===== src/hw/rtl/fard_pkg.sv =====
// Shared constants, types and register codes for the framed reading to duty block.
package fard_pkg;

  // Frame delimiters and fixed characters.
  localparam logic [7:0] BYTE_STX   = 8'h02;
  localparam logic [7:0] BYTE_ETX   = 8'h03;
  localparam logic [7:0] CHAR_ZERO  = 8'h30;
  localparam logic [7:0] CHAR_NINE  = 8'h39;
  localparam logic [7:0] CHAR_ONE   = 8'h31;
  localparam logic [7:0] CHAR_LOW_R = 8'h72;
  localparam logic [7:0] CHAR_UP_P  = 8'h50;
  localparam logic [7:0] CHAR_UP_A  = 8'h41;
  localparam logic [7:0] CHAR_UP_B  = 8'h42;
  localparam logic [7:0] CHAR_UP_F  = 8'h46;

  // Only the first nine positions of a frame are kept.
  localparam int FRAME_DEPTH = 9;

  // Default wrap of the write index.
  localparam int STORE_WRAP_DEF = 32;

  // Configuration port.
  localparam int PADDR_W = 5;
  localparam int PDATA_W = 32;
  localparam logic [2:0] REG_A_ZERO = 3'd0;
  localparam logic [2:0] REG_A_FULL = 3'd1;
  localparam logic [2:0] REG_A_LOW  = 3'd2;
  localparam logic [2:0] REG_A_HIGH = 3'd3;
  localparam logic [2:0] REG_B_ZERO = 3'd4;
  localparam logic [2:0] REG_B_FULL = 3'd5;
  localparam logic [2:0] REG_B_LOW  = 3'd6;
  localparam logic [2:0] REG_B_HIGH = 3'd7;

  // Register reset values.
  localparam logic [15:0] ZERO_CODE_RST = 16'd100;
  localparam logic [15:0] FULL_CODE_RST = 16'd1000;
  localparam logic [15:0] LOW_RST       = 16'd0;
  localparam logic [15:0] HIGH_RST      = 16'd999;

  // Clamp status codes.
  localparam logic [1:0] STATUS_IN    = 2'd0;
  localparam logic [1:0] STATUS_BELOW = 2'd1;
  localparam logic [1:0] STATUS_ABOVE = 2'd2;

  // Limits and codes of one channel.
  typedef struct packed {
    logic [15:0]        zero;
    logic [15:0]        full;
    logic signed [15:0] low;
    logic signed [15:0] high;
  } chan_cfg_t;

  // Decoded view of the stored frame.
  typedef struct packed {
    logic               ok;
    logic               ch;
    logic signed [10:0] reading;
  } frame_info_t;

endpackage


===== src/hw/rtl/fard_frame.sv =====
// Frame byte store, write index and decode of the stored frame.
module fard_frame import fard_pkg::*; #(
  parameter int STORE_WRAP = STORE_WRAP_DEF
) (
  input  logic        clk,
  input  logic        rst,
  input  logic        wr_en,
  input  logic [7:0]  rx_byte,
  output frame_info_t info
);

  localparam int IdxW = $clog2(STORE_WRAP);

  logic [7:0]      store [FRAME_DEPTH];
  logic [IdxW-1:0] write_index;
  logic [IdxW-1:0] write_index_next;

  // Index advances and wraps on every stored or dropped byte.
  always_comb begin
    if (write_index == IdxW'(STORE_WRAP - 1)) begin
      write_index_next = '0;
    end else begin
      write_index_next = write_index + 1'b1;
    end
  end

  // STX rewinds, ETX leaves the store alone, anything else is written if the index is inside the store.
  always_ff @(posedge clk) begin
    if (rst) begin
      write_index <= '0;
      for (int i = 0; i < FRAME_DEPTH; i++) begin
        store[i] <= '0;
      end
    end else if (wr_en) begin
      if (rx_byte == BYTE_STX) begin
        write_index <= '0;
      end else if (rx_byte != BYTE_ETX) begin
        for (int i = 0; i < FRAME_DEPTH; i++) begin
          if (write_index == IdxW'(i)) begin
            store[i] <= rx_byte;
          end
        end
        write_index <= write_index_next;
      end
    end
  end

  // Decode of prefix, channel, sign and three digits.
  logic        prefix_ok;
  logic        digits_ok;
  logic        chan_ok;
  logic [3:0]  d0, d1, d2;
  logic [9:0]  magnitude;

  always_comb begin
    prefix_ok = (store[0] == CHAR_ZERO) && (store[1] == CHAR_ONE) &&
                (store[2] == CHAR_LOW_R) && (store[3] == CHAR_UP_P);
    chan_ok   = (store[4] == CHAR_UP_A) || (store[4] == CHAR_UP_B);
    digits_ok = 1'b1;
    for (int i = 6; i < FRAME_DEPTH; i++) begin
      if (store[i] < CHAR_ZERO || store[i] > CHAR_NINE) begin
        digits_ok = 1'b0;
      end
    end
    d0 = 4'(store[6] - CHAR_ZERO);
    d1 = 4'(store[7] - CHAR_ZERO);
    d2 = 4'(store[8] - CHAR_ZERO);
    magnitude = 10'(d0) * 10'd100 + 10'(d1) * 10'd10 + 10'(d2);
    info.ok = prefix_ok && chan_ok && digits_ok;
    info.ch = (store[4] == CHAR_UP_B);
    if (store[5] == CHAR_UP_F) begin
      info.reading = -$signed({1'b0, magnitude});
    end else begin
      info.reading = $signed({1'b0, magnitude});
    end
  end

endmodule


===== src/hw/rtl/fard_div.sv =====
// Restoring divider, one quotient bit per cycle, for a quotient known to fit 16 bits.
module fard_div import fard_pkg::*; (
  input  logic        clk,
  input  logic        rst,
  input  logic        start,
  input  logic [31:0] dividend,
  input  logic [15:0] divisor,
  output logic        done,
  output logic [15:0] quotient
);

  localparam int DivSteps = 16;
  localparam int CntW     = $clog2(DivSteps);

  logic [15:0]     rem;
  logic [15:0]     quo;
  logic [15:0]     den;
  logic [CntW-1:0] cnt;
  logic            busy;
  logic [17:0]     diff;
  logic            fits;

  // Trial subtraction of the divisor from the shifted remainder.
  always_comb begin
    diff = {1'b0, rem, quo[15]} - {2'b00, den};
    fits = ~diff[17];
  end

  // The upper half is already below the divisor, so sixteen steps suffice.
  always_ff @(posedge clk) begin
    if (rst) begin
      busy <= 1'b0;
      done <= 1'b0;
      cnt  <= '0;
    end else begin
      done <= busy && !start && (cnt == CntW'(DivSteps - 1));
      if (start) begin
        rem  <= dividend[31:16];
        quo  <= dividend[15:0];
        den  <= divisor;
        cnt  <= '0;
        busy <= 1'b1;
      end else if (busy) begin
        rem <= fits ? diff[15:0] : {rem[14:0], quo[15]};
        quo <= {quo[14:0], fits};
        cnt <= cnt + 1'b1;
        if (cnt == CntW'(DivSteps - 1)) begin
          busy <= 1'b0;
        end
      end
    end
  end

  assign quotient = quo;

endmodule


===== src/hw/rtl/framed_ascii_reading_to_duty.sv =====
// Top level: configuration registers, ETX sequencer and result register.
// Bytes arrive on the rx channel one transfer at a time; STX and data bytes are taken
// without a stall. An ETX stalls rx while the stored frame is checked. A frame that
// fails the check, or a channel with equal limits, goes back to idle from the check
// with no result. A reading outside the channel limits is clamped to the zero or full
// code in the check and goes on to the output state. A reading inside the limits
// passes the check, the multiply, the divider start, the bit-serial divider and the
// pickup of the quotient, in that order, before its result is loaded; most of that
// stall is spent in the divider. The result waits in an output register, and rx is
// taken again while it waits, but a further ETX holds in the output state until the
// register is free, which adds the cycles that the result side stalls.
module framed_ascii_reading_to_duty import fard_pkg::*; #(
  parameter int STORE_WRAP = STORE_WRAP_DEF
) (
  input  logic                clk,
  input  logic                rst,
  // Received byte channel.
  input  logic                rx_valid,
  output logic                rx_stall,
  input  logic [7:0]          rx_byte,
  // Result channel.
  output logic                res_valid,
  input  logic                res_stall,
  output logic                channel,
  output logic [15:0]         duty_code,
  output logic signed [10:0]  reading_tenths,
  output logic [1:0]          clamp_status,
  // Configuration port.
  input  logic                psel,
  input  logic                penable,
  input  logic                pwrite,
  input  logic [PADDR_W-1:0]  paddr,
  input  logic [PDATA_W-1:0]  pwdata,
  output logic [PDATA_W-1:0]  prdata,
  output logic                pready
);

  typedef enum logic [2:0] {
    S_IDLE,
    S_EVAL,
    S_MUL,
    S_DIV,
    S_OUT
  } state_t;

  state_t             state;
  chan_cfg_t          cfg_a;
  chan_cfg_t          cfg_b;
  chan_cfg_t          cfg_sel;
  frame_info_t        info;
  logic               rx_take;
  logic [2:0]         reg_idx;

  logic               ch_r;
  logic signed [10:0] reading_r;
  logic [1:0]         status_r;
  logic [15:0]        code_r;
  logic [15:0]        zero_r;
  logic [15:0]        num_r;
  logic [15:0]        den_r;
  logic [15:0]        span_r;
  logic [31:0]        prod_r;
  logic               div_start;
  logic               div_done;
  logic [15:0]        div_quo;

  assign rx_stall = (state != S_IDLE);
  assign rx_take  = rx_valid && !rx_stall;
  assign pready   = 1'b1;
  assign reg_idx  = paddr[PADDR_W-1:2];

  // Configuration register writes.
  always_ff @(posedge clk) begin
    if (rst) begin
      cfg_a <= '{zero: ZERO_CODE_RST, full: FULL_CODE_RST, low: LOW_RST, high: HIGH_RST};
      cfg_b <= '{zero: ZERO_CODE_RST, full: FULL_CODE_RST, low: LOW_RST, high: HIGH_RST};
    end else if (psel && penable && pwrite) begin
      case (reg_idx)
        REG_A_ZERO: cfg_a.zero <= pwdata[15:0];
        REG_A_FULL: cfg_a.full <= pwdata[15:0];
        REG_A_LOW:  cfg_a.low  <= pwdata[15:0];
        REG_A_HIGH: cfg_a.high <= pwdata[15:0];
        REG_B_ZERO: cfg_b.zero <= pwdata[15:0];
        REG_B_FULL: cfg_b.full <= pwdata[15:0];
        REG_B_LOW:  cfg_b.low  <= pwdata[15:0];
        REG_B_HIGH: cfg_b.high <= pwdata[15:0];
        default: ;
      endcase
    end
  end

  // Register read-back.
  always_comb begin
    case (reg_idx)
      REG_A_ZERO: prdata = PDATA_W'(cfg_a.zero);
      REG_A_FULL: prdata = PDATA_W'(cfg_a.full);
      REG_A_LOW:  prdata = PDATA_W'(cfg_a.low);
      REG_A_HIGH: prdata = PDATA_W'(cfg_a.high);
      REG_B_ZERO: prdata = PDATA_W'(cfg_b.zero);
      REG_B_FULL: prdata = PDATA_W'(cfg_b.full);
      REG_B_LOW:  prdata = PDATA_W'(cfg_b.low);
      REG_B_HIGH: prdata = PDATA_W'(cfg_b.high);
      default:    prdata = '0;
    endcase
  end

  // Frame store and decode.
  fard_frame #(
    .STORE_WRAP (STORE_WRAP)
  ) u_frame (
    .clk     (clk),
    .rst     (rst),
    .wr_en   (rx_take),
    .rx_byte (rx_byte),
    .info    (info)
  );

  // Divider for the scaled reading.
  fard_div u_div (
    .clk      (clk),
    .rst      (rst),
    .start    (div_start),
    .dividend (prod_r),
    .divisor  (den_r),
    .done     (div_done),
    .quotient (div_quo)
  );

  // Limit comparison on the decoded reading.
  logic signed [16:0] reading_ext;
  logic signed [16:0] low_ext;
  logic signed [16:0] high_ext;
  logic signed [16:0] num_full;
  logic signed [16:0] den_full;

  always_comb begin
    cfg_sel     = info.ch ? cfg_b : cfg_a;
    reading_ext = 17'(info.reading);
    low_ext     = 17'(cfg_sel.low);
    high_ext    = 17'(cfg_sel.high);
    num_full    = reading_ext - low_ext;
    den_full    = high_ext - low_ext;
  end

  // Sequencer with the result register.
  always_ff @(posedge clk) begin
    if (rst) begin
      state     <= S_IDLE;
      res_valid <= 1'b0;
      div_start <= 1'b0;
    end else begin
      // The divider starts in the cycle after the product is formed.
      div_start <= (state == S_MUL);
      // A transfer empties the result register unless a new result is loaded now.
      if (res_valid && !res_stall && state != S_OUT) begin
        res_valid <= 1'b0;
      end
      case (state)
        S_IDLE: begin
          if (rx_take && rx_byte == BYTE_ETX) begin
            state <= S_EVAL;
          end
        end
        S_EVAL: begin
          ch_r      <= info.ch;
          reading_r <= info.reading;
          zero_r    <= cfg_sel.zero;
          num_r     <= num_full[15:0];
          den_r     <= den_full[15:0];
          span_r    <= cfg_sel.full - cfg_sel.zero + 16'd1;
          if (!info.ok || cfg_sel.low == cfg_sel.high) begin
            state <= S_IDLE;
          end else if (reading_ext < low_ext) begin
            code_r   <= cfg_sel.zero;
            status_r <= STATUS_BELOW;
            state    <= S_OUT;
          end else if (reading_ext > high_ext) begin
            code_r   <= cfg_sel.full;
            status_r <= STATUS_ABOVE;
            state    <= S_OUT;
          end else begin
            status_r <= STATUS_IN;
            state    <= S_MUL;
          end
        end
        S_MUL: begin
          prod_r <= num_r * span_r;
          state  <= S_DIV;
        end
        S_DIV: begin
          if (div_done) begin
            code_r <= zero_r + div_quo;
            state  <= S_OUT;
          end
        end
        S_OUT: begin
          if (!res_valid || !res_stall) begin
            channel        <= ch_r;
            duty_code      <= code_r;
            reading_tenths <= reading_r;
            clamp_status   <= status_r;
            res_valid      <= 1'b1;
            state          <= S_IDLE;
          end
        end
        default: state <= S_IDLE;
      endcase
    end
  end

endmodule


===== config.mk =====
export PLATFORM = sky130hd
export DESIGN_NAME = framed_ascii_reading_to_duty
export DESIGN_NICKNAME = d
export VERILOG_FILES = /design/src/hw/rtl/fard_pkg.sv /design/src/hw/rtl/fard_frame.sv /design/src/hw/rtl/fard_div.sv /design/src/hw/rtl/framed_ascii_reading_to_duty.sv
export SDC_FILE = /design/constraint.sdc
export NUM_CORES = 1
export LEC_CHECK = 0
export CAP_MARGIN = 40
export CORE_UTILIZATION = 60
export CTS_BUF_LIST = sky130_fd_sc_hd__clkbuf_16
export CTS_CLUSTER_DIAMETER = 60
export CTS_CLUSTER_SIZE = 40
export DETAILED_ROUTE_END_ITERATION = 10
export DONT_BUFFER_PORTS = 1
export HOLD_SLACK_MARGIN = 0.05
export PLACE_DENSITY = 0.76
export SLEW_MARGIN = 30
export SYNTH_ARGS = -nofsm -noshare
export SYNTH_HDL_FRONTEND = slang
export SYNTH_SLANG_ARGS = --single-unit

===== constraint.sdc =====
create_clock -name clk -period 14.54 [get_ports clk]
set_input_delay 2.181 -clock clk [delete_from_list [all_inputs] [get_ports clk]]
set_output_delay 2.181 -clock clk [all_outputs]
set_load 0.02 [all_outputs]

==> results.cfg <==
[critical_path]
critPathCaptureType = flop
cp_slowest_cell = edfxtp_1
critPathTopFamily = adder cells
worstPathRequired_ns = 14.91
critPathBufInv = 5
crit_top_cell = fa_1
cpPeakStageDelay_ns = 0.86
path_class = flop to flop
arrival_ns = 7.58
critPathLaunchType = flop
cp_cell_sequence = nand2_1 > fa_1 > inv_1 > fa_1 > inv_1 > fa_1 > fa_1 > inv_1 > fa_1 > inv_1 > fa_1 > inv_1 > ha_1 > a21oi_1 > o21ai_0 > or4_1 > o211ai_1 > a32oi_1 > a41oi_1 > o21bai_1 > a21oi_1 > xnor2_1
cp_max_fo = 16

[sta]
maxSlewViolCount = 0
finalHoldViolations = 0
tns_ns = 0
skew_ns = 0.0276
rsz0062_at_grt = no
holdWs_ns = 0.392
relSlewSlack = 0.418
tightest_slew_ns = 0.872
setup_viol = 0
period_needed_ns = 7.21
finalCritPeriodShare = 0.496
fmax_mhz = 139

[cts]
ctsHtreeMaxLevel = 1
insertion_delay_ns = 0.62
cts_root_buffer = clkbuf_16
post-cts-setup-buffer-count = 0
postCtsHoldBufs = 0
cts.clk_slew.worst_paths_ns = 0.10
clock_path_buffers = 3
cts_buffers = 30
cts.sinks = 420
cts_tree = yes
post_cts_resized = 0

[global_routing]
track_usage = 0.303
grt_start_max_net_pins = 112
first_global_vias = 22200
antenna_found_initial = 1
grt_first_pass_wirelength_mm = 120
grt_overflow_total = 0

[pwr]
leakagePower_nw = 13.5
ir_worst_vdd_v = 0.000126
power_density_nw_per_um2 = 82.6
finalPower_mw = 2.64

[job]
max-cap-violations = 0

[synthesis]
synth_cell_types = 87
synthMuxAreaShare = 0.0452
synth_edf_count = 276
synthArstFlopShare = 0
yosysMostFrequentCell = nand2_1
synthTopCellsByCount = 557 x nand2_1, 338 x inv_1, 276 x edfxtp_1, 238 x ha_1, 204 x fa_1
yosysSeqAreaShare = 0.369
synthCells = 3118
ys_ff_latch = 420
synth_top_area_frac = 0.274
synth_ff_type = edfxtp_1
synth_area_um2 = 30300
yosys-top-cells-area = edfxtp_1 27%, fa_1 13%, ha_1 9.8%, dfxtp_1 9.5%, nand2_1 6.9%
yosys_warnings = 0
synth_compound_area_frac = 0.0922
syn_area_per_cell_um2 = 9.72
yosys.area_share.simple = 0.167
synth_xor_area_frac = 0.0306
synthAdderAreaFrac = 0.233
synth_nets = 3612
synth_top_family_by_area = adder cells
synth_top_area_cell = edfxtp_1

[cells_and_area]
fillers = 3907
drive_gt1_frac = 0.0508
fin_util = 0.648
syn_to_final_growth_pct = 5.48
postLayoutCellArea_um2 = 32000
fin_nets = 3524
diodes = 0

[placed_design]
hpwl_mm = 56.1
routabilityCongestion = 0.944
port_buffers = 0
placed_area_um2 = 30800

[drt]
vias = 22400
wl_per_cell_um = 20.5
post-route-drc-count = 0
vias_per_cell = 6.02
drtPass1Iterations = 6
drt_wl_total_mm = 76.1
drt_iter0_drc = 2107
antenna_left = 0

[outcome]
status = completed

[hold_path]
min_path_type = flop to flop

[floorplanning]
start_util = 0.614
pin_count = 117
num_rows = 81
die_w_um = 227
fp.coreArea_um2 = 49400
die_y_um = 227
die-area_um2 = 51400
[cell families after synthesis]
group | count (synthesis)
mux | 122
other cells | 1
buf+inv | 488
fa+ha+maj | 442
compound gates | 444
flops | 420
xor+xnor | 106
simple gates | 1095
[cell type report]
class | instances | area, um2 | share of cell area
multi-input cells | 2210 | 17300 | 0.540
clock inverters | 25 | 390 | 0.0122
flip-flops and latches | 420 | 11200 | 0.350
inverters | 341 | 1280 | 0.0400
repair buffers | 27 | 249 | 0.00779
clock buffers | 31 | 776 | 0.0243
well taps | 664 | 831 | 0.0260
[state kept, by name (all words and copies together), names as in the netlist, 3 cells and up]
register	count
u_frame.write_index	5
den_r	16
cfg_a	64
u_div.quotient	16
prod_r	32
duty_code	16
u_div.rem	16
reading_r	11
num_r	16
span_r	16
cfg_b	64
u_div.den	16
state	3
zero_r	16
code_r	16
u_frame.store	72
reading_tenths	11
u_div.cnt	4
[cell usage in the layout (no fill, tap or decap), types with 11 or more instances in the layout]
| cell | netlist | routed |
|---|---|---|
| edfxtp_1 | 276 | 276 |
| and2_1 | 118 | 117 |
| clkbuf_16 | 0 | 31 |
| o21a_1 | 19 | 18 |
| a31oi_1 | 12 | 12 |
| o21bai_1 | 15 | 15 |
| a21oi_1 | 192 | 192 |
| xor2_1 | 31 | 31 |
| nor4_1 | 12 | 12 |
| dfxtp_1 | 144 | 143 |
| nor2_1 | 153 | 151 |
| a21o_1 | 14 | 14 |
| buf_4 | 16 | 22 |
| mux2i_1 | 87 | 87 |
| nor3_1 | 39 | 36 |
| ha_1 | 238 | 238 |
| nand3b_1 | 12 | 12 |
| or2_2 | 12 | 12 |
| or3_1 | 12 | 12 |
| mux2_2 | 25 | 25 |
| nand3_1 | 67 | 67 |
| nor2b_1 | 28 | 28 |
| xnor2_1 | 75 | 75 |
| nand4_1 | 18 | 18 |
| a211oi_1 | 14 | 14 |
| o31ai_1 | 11 | 11 |
| nand2b_1 | 16 | 16 |
| fa_1 | 204 | 204 |
| and3_1 | 18 | 18 |
| o21ai_0 | 59 | 58 |
| nand2_1 | 557 | 557 |
| inv_1 | 338 | 339 |
[report_power, final]
group          total (mW)  leakage (nW)  switching, mW  internal, mW
clock               0.951         0.556          0.513         0.438
sequential           1.31          3.78         0.0101          1.30
combinational       0.383          9.12          0.232         0.151
[through the flow]
step	instances	worst slack, ns
after floorplan	3118	1.81
after global placement	3657	7.39
after detailed placement	3661	7.34
after CTS	3717	7.33
after global routing	3718	7.01
final	3718	7.33
[final timing paths]
| path | slack [ns] | startpoint | endpoint | cells after the start |
|---|---|---|---|---|
| max | 7.33 | num_r[10] | prod_r[28] | 22 |
| min | 0.39 | den_r[13] | u_div.den[13] | 0 |
| min reg2reg | 0.39 | den_r[13] | u_div.den[13] | 0 |
| max reg2reg | 7.33 | num_r[10] | prod_r[28] | 22 |
[worst reg2reg max path, delay by kind of cell (launching register included)]
kind            cells  cell delay [ns]
fa+ha+maj           7             3.47
compound gates      7             1.63
flops               1             0.86
simple gates        2             0.65
buf+inv             5             0.27
xor+xnor            1             0.09
[layer usage]
layer / track usage / up-vias / routed length (um)
li1: - / 10300 / -
met1: 0.390 / 10800 / 29900
met2: 0.493 / 1044 / 35400
met3: 0.0722 / 190 / 7660
met4: 0.121 / 0 / 3140
met5: 0 / - / 0
Note: power is estimated with default switching activity, not from simulation.
